<file path="src/rtl/core/sda_pkg.sv">
`timescale 1ns / 1ps

package sda_pkg;

  // field widths
  localparam int unsigned AxisW  = 8;
  localparam int unsigned TimeW  = 64;
  localparam int unsigned DzW    = 7;
  localparam int unsigned DelayW = 18;
  localparam int unsigned EventW = 3;

  // packed stream widths, whole bytes
  localparam int unsigned InDataW  = 2 * AxisW + TimeW;
  localparam int unsigned OutDataW = 8;

  // register file decode
  localparam int unsigned AddrW   = 4;
  localparam int unsigned RegIdxW = 2;
  localparam logic [RegIdxW-1:0] RegDeadZone     = 2'd0;
  localparam logic [RegIdxW-1:0] RegInitialDelay = 2'd1;
  localparam logic [RegIdxW-1:0] RegRepeatPeriod = 2'd2;
  localparam logic [RegIdxW-1:0] RegRepeatStep   = 2'd3;

  // register reset values
  localparam logic [DzW-1:0]    DeadZoneRst     = 7'd30;
  localparam logic [DelayW-1:0] InitialDelayRst = 18'd200000;
  localparam logic [DelayW-1:0] RepeatPeriodRst = 18'd30000;
  localparam logic [DelayW-1:0] RepeatStepRst   = 18'd300;

  // navigation event codes
  typedef enum logic [EventW-1:0] {
    DIR_NONE  = 3'd0,
    DIR_LEFT  = 3'd1,
    DIR_RIGHT = 3'd2,
    DIR_UP    = 3'd3,
    DIR_DOWN  = 3'd4
  } sda_dir_e;

  // configuration registers as seen by the datapath
  typedef struct packed {
    logic [DzW-1:0]    dead_zone;
    logic [DelayW-1:0] initial_delay;
    logic [DelayW-1:0] repeat_period;
    logic [DelayW-1:0] repeat_step;
  } sda_cfg_t;

endpackage

</file>
<file path="src/rtl/core/sda_dir_pick.sv">
`timescale 1ns / 1ps

module sda_dir_pick (
  input  logic signed [sda_pkg::AxisW-1:0] stick_horizontal_i,
  input  logic signed [sda_pkg::AxisW-1:0] stick_vertical_i,
  input  logic [sda_pkg::DzW-1:0]          dead_zone_i,
  output sda_pkg::sda_dir_e                dir_o
);

  logic [sda_pkg::AxisW:0] mag_h;
  logic [sda_pkg::AxisW:0] mag_v;
  logic [sda_pkg::AxisW:0] dz_ext;

  // magnitudes one bit wider so that -128 gives 128
  always_comb begin
    mag_h  = stick_horizontal_i[sda_pkg::AxisW-1]
             ? (~{stick_horizontal_i[sda_pkg::AxisW-1], stick_horizontal_i}) + 1'b1
             : {1'b0, stick_horizontal_i};
    mag_v  = stick_vertical_i[sda_pkg::AxisW-1]
             ? (~{stick_vertical_i[sda_pkg::AxisW-1], stick_vertical_i}) + 1'b1
             : {1'b0, stick_vertical_i};
    dz_ext = {{(sda_pkg::AxisW + 1 - sda_pkg::DzW){1'b0}}, dead_zone_i};
  end

  // dominant axis, ties go to horizontal, then dead zone test
  always_comb begin
    dir_o = sda_pkg::DIR_NONE;
    if (mag_h >= mag_v) begin
      if (mag_h > dz_ext) begin
        dir_o = stick_horizontal_i[sda_pkg::AxisW-1] ? sda_pkg::DIR_LEFT : sda_pkg::DIR_RIGHT;
      end
    end else begin
      if (mag_v > dz_ext) begin
        dir_o = stick_vertical_i[sda_pkg::AxisW-1] ? sda_pkg::DIR_DOWN : sda_pkg::DIR_UP;
      end
    end
  end

endmodule

</file>
<file path="src/rtl/core/sda_repeat_ctrl.sv">
`timescale 1ns / 1ps

module sda_repeat_ctrl (
  input  logic                       clk_i,
  input  logic                       rst_ni,
  input  sda_pkg::sda_cfg_t          cfg_i,
  input  logic                       en_i,
  input  sda_pkg::sda_dir_e          dir_i,
  input  logic [sda_pkg::TimeW-1:0]  time_now_i,
  output sda_pkg::sda_dir_e          event_o,
  output sda_pkg::sda_dir_e          held_o
);

  sda_pkg::sda_dir_e             held_q, held_d;
  logic [sda_pkg::TimeW-1:0]     next_q, next_d;
  logic [sda_pkg::DelayW-1:0]    delay_q, delay_d;
  logic [sda_pkg::DelayW-1:0]    delay_new;
  logic [sda_pkg::DelayW-1:0]    arm_delay;
  logic [sda_pkg::TimeW-1:0]     arm_time;
  logic                          is_new;
  logic                          due;

  // delay after a repeat: first repeat loads the period, later ones shrink by the step while above it
  always_comb begin
    if (delay_q == cfg_i.initial_delay) begin
      delay_new = cfg_i.repeat_period;
    end else if (delay_q > cfg_i.repeat_step) begin
      delay_new = delay_q - cfg_i.repeat_step;
    end else begin
      delay_new = delay_q;
    end
  end

  // one shared adder arms the next repeat, wrapping modulo 2^64
  always_comb begin
    is_new    = (dir_i != held_q);
    due       = (time_now_i >= next_q);
    arm_delay = is_new ? cfg_i.initial_delay : delay_new;
    arm_time  = time_now_i + {{(sda_pkg::TimeW - sda_pkg::DelayW){1'b0}}, arm_delay};
  end

  // event and next state
  always_comb begin
    held_d  = held_q;
    next_d  = next_q;
    delay_d = delay_q;
    event_o = sda_pkg::DIR_NONE;
    if (dir_i == sda_pkg::DIR_NONE) begin
      held_d  = sda_pkg::DIR_NONE;
      next_d  = '0;
      delay_d = cfg_i.initial_delay;
    end else if (is_new || due) begin
      held_d  = dir_i;
      delay_d = arm_delay;
      next_d  = arm_time;
      event_o = dir_i;
    end
  end

  always_ff @(posedge clk_i or negedge rst_ni) begin
    if (!rst_ni) begin
      held_q  <= sda_pkg::DIR_NONE;
      next_q  <= '0;
      delay_q <= sda_pkg::InitialDelayRst;
    end else if (en_i) begin
      held_q  <= held_d;
      next_q  <= next_d;
      delay_q <= delay_d;
    end
  end

  assign held_o = held_q;

endmodule

</file>
<file path="src/rtl/core/stick_direction_autorepeat_unit.sv">
`timescale 1ns / 1ps
// channel   dir  handshake                 payload
// s_axis    in   s_axis_tvalid/tready      stick_horizontal, stick_vertical, time_now
// m_axis    out  m_axis_tvalid/tready      nav_event
// apb       in   psel/penable, pready=1    dead_zone, initial_delay, repeat_period, step
//
// One request per cycle sustained while the output is not stalled; a poll's event
// passes the input register, then direction pick, repeat compare and the 64-bit arm
// adder in front of the output register.
// Reset clears the held direction and both valid flags; registers take their defaults.
// A stalled output holds the output register, and the input register keeps one more
// request, so s_axis_tready drops only when both are full.

module stick_direction_autorepeat_unit (
  input  logic                          clk_i,
  input  logic                          rst_ni,
  // stream in
  input  logic                          s_axis_tvalid,
  output logic                          s_axis_tready,
  // [7:0] stick_horizontal, [15:8] stick_vertical, [79:16] time_now
  input  logic [sda_pkg::InDataW-1:0]   s_axis_tdata,
  // stream out
  output logic                          m_axis_tvalid,
  input  logic                          m_axis_tready,
  // [2:0] nav_event, [7:3] zero
  output logic [sda_pkg::OutDataW-1:0]  m_axis_tdata,
  // configuration
  input  logic                          psel,
  input  logic                          penable,
  input  logic                          pwrite,
  input  logic [sda_pkg::AddrW-1:0]     paddr,
  input  logic [31:0]                   pwdata,
  output logic [31:0]                   prdata,
  output logic                          pready
);

  sda_pkg::sda_cfg_t               cfg_q;
  logic                            cfg_we;
  logic [sda_pkg::RegIdxW-1:0]     reg_idx;

  logic                            in_valid_q;
  logic signed [sda_pkg::AxisW-1:0] stick_h_q;
  logic signed [sda_pkg::AxisW-1:0] stick_v_q;
  logic [sda_pkg::TimeW-1:0]       time_q;

  logic                            out_valid_q;
  sda_pkg::sda_dir_e               event_q;

  logic                            out_load;
  logic                            advance;
  sda_pkg::sda_dir_e               dir;
  sda_pkg::sda_dir_e               event_d;
  sda_pkg::sda_dir_e               held;

  // register file
  assign pready  = 1'b1;
  assign reg_idx = paddr[sda_pkg::AddrW-1:2];
  assign cfg_we  = psel && penable && pwrite && pready;

  always_ff @(posedge clk_i or negedge rst_ni) begin
    if (!rst_ni) begin
      cfg_q.dead_zone     <= sda_pkg::DeadZoneRst;
      cfg_q.initial_delay <= sda_pkg::InitialDelayRst;
      cfg_q.repeat_period <= sda_pkg::RepeatPeriodRst;
      cfg_q.repeat_step   <= sda_pkg::RepeatStepRst;
    end else if (cfg_we) begin
      unique case (reg_idx)
        sda_pkg::RegDeadZone:     cfg_q.dead_zone     <= pwdata[sda_pkg::DzW-1:0];
        sda_pkg::RegInitialDelay: cfg_q.initial_delay <= pwdata[sda_pkg::DelayW-1:0];
        sda_pkg::RegRepeatPeriod: cfg_q.repeat_period <= pwdata[sda_pkg::DelayW-1:0];
        sda_pkg::RegRepeatStep:   cfg_q.repeat_step   <= pwdata[sda_pkg::DelayW-1:0];
        default: ;
      endcase
    end
  end

  // read back
  always_comb begin
    prdata = '0;
    unique case (reg_idx)
      sda_pkg::RegDeadZone:     prdata = {{(32 - sda_pkg::DzW){1'b0}}, cfg_q.dead_zone};
      sda_pkg::RegInitialDelay: prdata = {{(32 - sda_pkg::DelayW){1'b0}}, cfg_q.initial_delay};
      sda_pkg::RegRepeatPeriod: prdata = {{(32 - sda_pkg::DelayW){1'b0}}, cfg_q.repeat_period};
      sda_pkg::RegRepeatStep:   prdata = {{(32 - sda_pkg::DelayW){1'b0}}, cfg_q.repeat_step};
      default:                  prdata = '0;
    endcase
  end

  // pipeline flow control
  assign out_load      = !out_valid_q || m_axis_tready;
  assign advance       = in_valid_q && out_load;
  assign s_axis_tready = !in_valid_q || out_load;

  // input register
  always_ff @(posedge clk_i or negedge rst_ni) begin
    if (!rst_ni) begin
      in_valid_q <= 1'b0;
    end else if (s_axis_tready) begin
      in_valid_q <= s_axis_tvalid;
    end
  end

  always_ff @(posedge clk_i) begin
    if (s_axis_tvalid && s_axis_tready) begin
      stick_h_q <= s_axis_tdata[sda_pkg::AxisW-1:0];
      stick_v_q <= s_axis_tdata[2*sda_pkg::AxisW-1:sda_pkg::AxisW];
      time_q    <= s_axis_tdata[sda_pkg::InDataW-1:2*sda_pkg::AxisW];
    end
  end

  sda_dir_pick u_dir_pick (
    .stick_horizontal_i (stick_h_q),
    .stick_vertical_i   (stick_v_q),
    .dead_zone_i        (cfg_q.dead_zone),
    .dir_o              (dir)
  );

  sda_repeat_ctrl u_repeat_ctrl (
    .clk_i      (clk_i),
    .rst_ni     (rst_ni),
    .cfg_i      (cfg_q),
    .en_i       (advance),
    .dir_i      (dir),
    .time_now_i (time_q),
    .event_o    (event_d),
    .held_o     (held)
  );

  // output register
  always_ff @(posedge clk_i or negedge rst_ni) begin
    if (!rst_ni) begin
      out_valid_q <= 1'b0;
    end else if (out_load) begin
      out_valid_q <= in_valid_q;
    end
  end

  always_ff @(posedge clk_i) begin
    if (advance) begin
      event_q <= event_d;
    end
  end

  assign m_axis_tvalid = out_valid_q;
  assign m_axis_tdata  = {{(sda_pkg::OutDataW - sda_pkg::EventW){1'b0}}, event_q};

  // a direction that is emitted becomes the held one
  a_emit_holds: assert property (@(posedge clk_i) disable iff (!rst_ni)
    advance && (event_d != sda_pkg::DIR_NONE) |=> (held == event_q))
    else $error("emitted direction not held");

  // the input side stalls only with both stages full
  a_stall_full: assert property (@(posedge clk_i) disable iff (!rst_ni)
    !s_axis_tready |-> (in_valid_q && out_valid_q))
    else $error("input stalled with a free stage");

  // a stalled output freezes the repeat state
  a_stall_state: assert property (@(posedge clk_i) disable iff (!rst_ni)
    out_valid_q && !m_axis_tready |=> $stable(held))
    else $error("held direction moved during output stall");

endmodule
</file>
<file path="config.mk">
export PLATFORM = sky130hd
export DESIGN_NAME = stick_direction_autorepeat_unit
export DESIGN_NICKNAME = d
export VERILOG_FILES = /design/src/rtl/core/sda_pkg.sv /design/src/rtl/core/sda_dir_pick.sv /design/src/rtl/core/sda_repeat_ctrl.sv /design/src/rtl/core/stick_direction_autorepeat_unit.sv
export SDC_FILE = /design/constraint.sdc
export NUM_CORES = 1
export LEC_CHECK = 0
export BUFFER_PORTS_ARGS = -buffer_cell sky130_fd_sc_hd__clkbuf_2
export CORE_UTILIZATION = 45
export CTS_BUF_LIST = sky130_fd_sc_hd__clkbuf_8
export DETAILED_ROUTE_END_ITERATION = 6
export PLACE_DENSITY = 0.76
export SLEW_MARGIN = 20
export SYNTH_ARGS = -nofsm -noshare
export SYNTH_HDL_FRONTEND = slang
export SYNTH_HIERARCHICAL = 1
export SYNTH_SLANG_ARGS = --single-unit
</file>
<file path="constraint.sdc">
create_clock -name clk_i -period 17.97 [get_ports clk_i]
set_clock_uncertainty 0.2 [all_clocks]
set_input_delay 3.594 -clock clk_i [delete_from_list [all_inputs] [get_ports clk_i]]
set_output_delay 3.594 -clock clk_i [all_outputs]
set_load 0.05 [all_outputs]
</file>
After elaboration in Yosys (flattened, before gate mapping)
Cells that the tools add are included.
{"block": "word_totals", "register_bits": 231, "input_bits": 123, "out_inout_bits": 43, "elab_cells": 65}
{"block": "op_classes", "addsub": 4, "order_cmp": 5, "eq_ne": 5, "muxes": 17, "n_bitwise": 3, "reduce_logical": 18}
{"cell": "64-bit 2-to-1 mux", "n": 2}
{"cell": "32-bit case mux with 4 select lines", "n": 1}
{"cell": "18-bit 2-to-1 mux", "n": 5}
{"cell": "64-bit by 18-bit adder with 64-bit output", "n": 1}
{"cell": "64-bit >= comparator", "n": 1}
{"cell": "9-bit by 1-bit adder with 9-bit output, second input constant", "n": 2}
{"cell": "18-bit equality test", "n": 1}
{"cell": "18-bit greater-than comparator", "n": 1}
{"cell": "9-bit by 7-bit greater-than comparator with 1-bit output", "n": 2}
{"cell": "3-bit 2-to-1 mux", "n": 6}
{"cell": "9-bit 2-to-1 mux", "n": 2}
{"cell": "9-bit inverter", "n": 2}
{"cell": "18-bit subtractor", "n": 1}
{"cell": "2-bit AND reduction", "n": 5}
{"cell": "9-bit >= comparator", "n": 1}
{"cell": "2-bit equality test, second input constant", "n": 2}
{"cell": "1-bit logical AND", "n": 4}
{"cell": "3-bit zero test", "n": 1}
{"cell": "1-bit logical OR", "n": 3}
{"cell": "3-bit != test", "n": 1}
{"cell": "2-bit by 1-bit equality test with 1-bit output, second input constant", "n": 1}
{"cell": "1-bit zero test", "n": 2}
{"cell": "2-bit zero test", "n": 1}
{"cell": "2-bit 2-to-1 mux", "n": 1}
{"cell": "other kinds (3)", "n": 3}

Logic depth before layout (Yosys ltp)
Gate-level depths: netlist of the first run.
{"block": "logic_depth", "word_depth": 11, "ltp_mapped": 29, "ltp_nobuf": 27}

Modules after synthesis
The synthesis of the first run kept the hierarchy.
{"module": "sda_repeat_ctrl", "instances": 1, "cells_each": 1094, "area_each_um2": 8684.6, "seq_area_each_um2": 2134.5}
{"module": "stick_direction_autorepeat_unit", "instances": 1, "cells_each": 280, "area_each_um2": 5564.1, "seq_area_each_um2": 4095.2}
{"module": "sda_dir_pick", "instances": 1, "cells_each": 121, "area_each_um2": 923.4, "seq_area_each_um2": 0.0}

Worst setup path before layout of the first run
Ideal clock, no wire load.
{"block": "synth_path", "path_kind": "input -> output", "start": "in paddr[2] (netlist bit)", "end": "out prdata[10]", "arrival_time_ps": 4667, "required_ps": 14176, "path_slack_ps": 9509, "stages": 5, "path_buffers": 3, "path_cell_list": "buf_6 > buf_6 > nor2b_1 > buf_2 > a22o_1"}
{"block": "synth_via", "elab_chain_len": 2, "elab_cells_between_ends": 5, "cone_classes": "3 x eq/ne; 1 x mux; 1 x reduce/logical"}
{"item": "start, declared", "line": "stick_direction_autorepeat_unit.sv:31", "source": "input logic [sda_pkg::AddrW-1:0] paddr,"}
{"item": "2-bit equality test (tied with other cells)", "line": "stick_direction_autorepeat_unit.sv:80", "source": "unique case (reg_idx)"}
{"item": "32-bit case mux with 4 select lines (*)", "line": "stick_direction_autorepeat_unit.sv:80"}
{"item": "end, declared", "line": "stick_direction_autorepeat_unit.sv:33", "source": "output logic [31:0] prdata,"}
Every way passes the cells marked *; elsewhere a longest branch is shown, timed or not. The select of a mux whose other input is x is not followed.

Final worst setup path of the first run
{"block": "layout_path", "start": "in paddr[2] (netlist bit)", "end": "out prdata[14]"}
The elaborated chain is that of the path after synthesis.

==> results of run 1 <==
[kinds of logic (layout without fill, tap and decap cells)]
group,count (synthesis),count (layout),share of synthesized area
flops,231,231,0.411
other cells,4,22,0.000989
mux,104,104,0.0830
xor+xnor,101,101,0.0583
buf+inv,188,332,0.0577
fa+ha+maj,128,128,0.107
compound gates,319,319,0.145
simple gates,420,420,0.138
[power groups by stage]
| stage | Combinational [uW] | Clock, uW | Sequential [uW] |
|---|---|---|---|
| floorplan | 1120 | 0 | 784 |
| global placement | 1410 | 0 | 806 |
| detailed placement | 1450 | 0 | 813 |
| CTS | 1460 | 550 | 805 |
| global route | 1630 | 574 | 823 |
| finish | 1470 | 536 | 805 |
[metal layers]
metal  global-route usage  vias to the layer above  wire (um)
li1                     -                     5640          -
met1                0.287                     5719      16200
met2                0.371                      396      17800
met3               0.0352                       57       2280
met4               0.0597                        0        653
met5                    0                        -          0
[area by class of cell]
type                    count  area share
clock inverters            27      0.0125
inverters                 118      0.0260
repair buffers            136      0.0414
clock buffers              51      0.0413
multi-input cells        1094       0.480
well taps                 442      0.0325
flip-flops and latches    231       0.366
[cells in the final DEF (no fill, tap or decap), types with 41 or more instances in the layout]
cell,instances
clkbuf_2,128
edfxtp_1,83
ha_1,126
a21oi_1,63
nand3_1,41
nand2_1,156
xor2_1,49
xnor2_1,52
inv_1,135
o31ai_1,45
mux2_2,63
clkbuf_8,51
o21ai_0,69
nor2_1,72
dfrtp_1,121
[per-stage QoR]
| step | util | instance area [um2] |
|---|---|---|
| final | 0.518 | 17000 |
| after global routing | 0.518 | 17000 |
| after CTS | 0.518 | 17000 |
| after detailed placement | 0.490 | 16100 |
| after global placement | 0.490 | 16100 |
| after floorplan | - | 15200 |
[sequential cells by signal, summed over array words and instances (netlist names)]
signal / flops
stick_v_q: 8
u_repeat_ctrl/delay_q: 18
stick_h_q: 8
u_repeat_ctrl/next_q: 64
m_axis_tvalid: 1
u_repeat_ctrl/held_o: 3
event_q: 3
time_q: 64
in_valid_q: 1
cfg_q: 61
[path summary, 6_finish.rpt]
path                                           from                       end  slack [ps]  cells after the start
max                                        paddr[2]                prdata[14]        8530                      4
min                        u_repeat_ctrl/next_q[10]  u_repeat_ctrl/next_q[10]         280                      2
max reg2reg                            stick_v_q[0]  u_repeat_ctrl/next_q[57]       10210                     26
min reg2reg                u_repeat_ctrl/next_q[10]  u_repeat_ctrl/next_q[10]         280                      2
max in group asynchronous                    rst_ni                 cfg_q[36]       13280                      2
min in group asynchronous                    rst_ni                  cfg_q[7]        2930                      1
[worst max-delay path: stages]
cell and delay [ps]:
clkbuf_2 610, nor2b_1 850, a22o_1 290, clkbuf_2 280
==> impl_metrics.tcl, run 1 <==
set metrics [dict create \
    start_kind "input port" \
    fin_ws_ps 8530 \
    die_y_um 186 \
    place_congestion 0.948 \
    vias 11800 \
    dieArea_um2 34500 \
    initial_utilization 0.462 \
    clk_pin_slew_ps 60 \
    synth-edff-count 83 \
    cts_resized 0 \
    endpoint_kind "output pin" \
    critPathMaxFanout 23 \
    synth_top_area_cell "dfrtp_1" \
    ios 166 \
    timing.fmax_ghz 0.106 \
    cp.required_ps 14180 \
    dp_slack_ps 8460 \
    portBuffers 129 \
    layout-drive-gt1-share 0.203 \
    clkPwrFrac 0.191 \
    numCtsBuffers 42 \
    hold_viol 0 \
    p_leak_uw 0.00739 \
    detail-route-antenna-nets 0 \
    dp.cells 2021 \
    drv_slew 0 \
    synth_cell_types 94 \
    finalCritPeriodShare 0.525 \
    track_usage 0.218 \
    cts_tree "done" \
    hold_class "reg -> reg" \
    synthTopCellsByArea "dfrtp_1 20%, edfxtp_1 16%, ha_1 10%" \
    setup-tns-final_ps 0 \
    worst-setup-path-type "in -> out" \
    syn_to_final_growth_pct 12.1 \
    insertion_delay_ps 560 \
    wl_per_cell_um 17.6 \
    cts_hold_buf 0 \
    synth_area_um2 15200 \
    whs_ps 275 \
    synth_top_area_share 0.200 \
    initialDrtViolationCount 755 \
    setup-violations-final 0 \
    status "completed" \
    antenna_found_initial 0 \
    grt_pass1_wl_mm 59.0 \
    cts_htree_levels 2 \
    fp-row-count 66 \
    drt-total-wl_mm 36.9 \
    yosysSeqAreaShare 0.411 \
    arrival_ps 5650 \
    peakVddDrop_mv 0.0700 \
    synthCells 1495 \
    multi_input_area_um2 8170 \
    rsz0062_at_grt "false" \
    grt_max_degree 94 \
    n_fill_cell 2985 \
    p_int_uw 1590 \
    ys_ff_latch 231 \
    cap_viol_max_count 0 \
    power.switching_uw 1230 \
    p_comb_frac 0.523 \
    drc_errors 0 \
    period_needed_ps 9440 \
    yosys_warnings 6 \
    cts_num_sinks 231 \
    synth_most_common_cell "nand2_1" \
    maxSlewHeadroom 0.310 \
    ff_latch_area_um2 6230 \
    sw_frac_of_total 0.436 \
    synth_common_cells "157 x nand2_1, 126 x ha_1, 121 x dfrtp_1, 118 x inv_1, 83 x edfxtp_1" \
    seqPwrFrac 0.286 \
    cts-root-buf "clkbuf_8" \
    post-cts-setup-buffers 0 \
    dp_hpwl_mm 26.5 \
    die_w_um 186 \
    finalNetCount 1874 \
    vias_per_cell 5.63 \
    cts_max_path_buffers 3 \
    stdcell_count 2099 \
    p_per_area_nw_per_um2 165 \
    async_reset_ff_frac 0.641 \
    first_pass_iters 5 \
    core_area_um2 32900 \
    grt_pass1_vias 11500 \
    syn_area_per_cell_um2 10.1 \
    synth-main-ff-cell "dfrtp_1" \
    p_total_uw 2810 \
    worst_pin_slew_ps 1040 \
    antennaDiodeCount 0 \
    overflow 0 \
]
Note: power is estimated with default switching activity, not from simulation.
==> run 2, diff against run 1 <==
Clock period 17.97 ns to 9.5 ns, I/O delays scaled along.
==> run 2 against run 1 <==
Core utilization fell by 0.22 points; sequential power rose by 89%; global-route usage rose by 0.17 points; first-iteration DRC count rose by 0.26%; critical path type is now reg -> reg; combinational power rose by 90%; via count fell by 0.43%; sequential share of layout area rose by 0.16 points.
==> impl_metrics.tcl, run 2 (synthesized netlist as in run 1, its figures left out) <==
set metrics [dict create \
    final_util 0.515 \
    grt_pass1_wl_mm 59.6 \
    dp.cells 2023 \
    cts_num_sinks 231 \
    finalCritPeriodShare 0.817 \
    timing.fmax_ghz 0.129 \
    setup-tns-final_ps 0 \
    arrival_ps 8020 \
    grt_max_degree 95 \
    place_congestion 0.931 \
    detail-route-antenna-nets 0 \
    p_per_area_nw_per_um2 311 \
    cts-root-buf "clkbuf_8" \
    critPathMaxFanout 27 \
    cts_hold_buf 0 \
    post-cts-setup-buffers 0 \
    ff2ff_setup_slack_ps 1740 \
    worst-setup-path-type "reg -> reg" \
    whs_path_depth 2 \
    hold_viol 0 \
    rsz0062_at_grt "false" \
    vias 11800 \
    portBuffers 129 \
    vias_per_cell 5.60 \
    syn_to_final_growth_pct 11.6 \
    wl_per_cell_um 17.9 \
    start_kind "flip-flop" \
    drc_errors 0 \
    status "completed" \
    cts_htree_levels 2 \
    r2r_cells 26 \
    finalNetCount 1875 \
    cts_resized 0 \
    insertion_delay_ps 580 \
    drv_slew 0 \
    crit_start "stick_v_q[0]" \
    cts_max_path_buffers 3 \
    mostFrequentLayoutCells "156 x nand2_1, 132 x inv_1, 128 x clkbuf_2, 126 x ha_1, 121 x dfrtp_1" \
    n_fill_cell 2975 \
    ff_latch_area_um2 6230 \
    endpoint_kind "flip-flop" \
    drt-total-wl_mm 37.6 \
    clk_pin_slew_ps 60 \
    mostFrequentLayoutCell "nand2_1" \
    cap_viol_max_count 0 \
    worstReg2RegEnd "u_repeat_ctrl/next_q[61]" \
    die_y_um 186 \
    p_leak_uw 0.00734 \
    top_regs "time_q (64), u_repeat_ctrl/next_q (64), cfg_q (61)" \
    whs_ps 276 \
    stdcell_count 2100 \
    setup-violations-final 0 \
    period_needed_ps 7760 \
    antenna_found_initial 0 \
    fp-row-count 66 \
    dpl_cell_area_um2 16100 \
    maxSlewHeadroom 0.253 \
    numCtsBuffers 41 \
    stdcell_area_um2 16900 \
    die_w_um 186 \
    worstSetupEndpoint "u_repeat_ctrl/next_q[61]" \
    layout-drive-gt1-share 0.202 \
    dp_hpwl_mm 27.0 \
    multi_input_area_um2 8160 \
    cts_tree "done" \
    hold_class "reg -> reg" \
    overflow 0 \
    core_area_um2 32900 \
    initialDrtViolationCount 757 \
    grt_pass1_vias 11500 \
    ios 166 \
    worst_pin_slew_ps 1120 \
    cp.required_ps 9750 \
    initial_utilization 0.462 \
    r2r-start "stick_v_q[0]" \
    peakVddDrop_mv 0.140 \
    first_pass_iters 5 \
    dieArea_um2 34500 \
    track_usage 0.220 \
]
[run 2: report_power, final]
| part | internal, uW | total [uW] | switching (uW) |
|---|---|---|---|
| Combinational | 1090 | 2800 | 1710 |
| Clock | 515 | 939 | 424 |
| Sequential | 1320 | 1520 | 206 |
| Total | 2920 | 5270 | 2340 |
[run 2: worst min-delay path by stage]
stage                          endpoint                      from
2_1_floorplan  u_repeat_ctrl/next_q[12]  u_repeat_ctrl/next_q[12]
3_3_place_gp    u_repeat_ctrl/next_q[3]   u_repeat_ctrl/next_q[3]
3_5_place_dp   u_repeat_ctrl/next_q[39]  u_repeat_ctrl/next_q[39]
4_1_cts        u_repeat_ctrl/next_q[31]  u_repeat_ctrl/next_q[31]
5_1_grt        u_repeat_ctrl/next_q[10]  u_repeat_ctrl/next_q[10]
6_report       u_repeat_ctrl/next_q[41]  u_repeat_ctrl/next_q[41]
[run 2: metal layers]
| layer | part of all wire | GRT usage | wire length (um) |
|---|---|---|---|
| met5 | 0 | 0 | 0 |
| met4 | 0.019 | 0.0643 | 723 |
| met3 | 0.068 | 0.0444 | 2560 |
| met2 | 0.47 | 0.367 | 17800 |
| met1 | 0.44 | 0.287 | 16500 |
[run 2: layout make-up]
class / instances / share of cell area
Timing Repair Buffer: 138 / 0.0425
Clock buffer: 48 / 0.0390
Clock inverter: 28 / 0.00997
Tap cell: 442 / 0.0327
Inverter: 118 / 0.0262
Antenna cell: 1 / 0.000148
Multi-Input combinational cell: 1094 / 0.482
Sequential cell: 231 / 0.368
[run 2: metrics by stage]
| stage | setup WS (ps) | total power (uW) |
|---|---|---|
| 2_1_floorplan | 3560 | 3600 |
| 3_3_place_gp | 2150 | 4190 |
| 3_5_place_dp | 1920 | 4280 |
| 4_1_cts | 1920 | 5250 |
| 5_1_grt | 1290 | 5660 |
| 6_report | 1740 | 5270 |
[run 2: critical path: stages, from the launching register on]
cell and delay [ps]:
edfxtp_1 420, inv_1 110, ha_1 180, nand2b_2 70, o41ai_1 360, xnor2_1 220, inv_1 90, ha_1 330
nand2_1 70, o21ai_0 80, a41oi_1 180, o2bb2ai_1 260, mux2i_1 510, xnor2_1 190, nand3_1 90, buf_4 270
nor2_1 670, a211oi_2 250, ha_1 440, nor3_1 70, o311a_1 320, nor3_1 410, o211ai_1 280, a211oi_2 960
nand3_1 210, xor2_1 210, o31ai_1 190
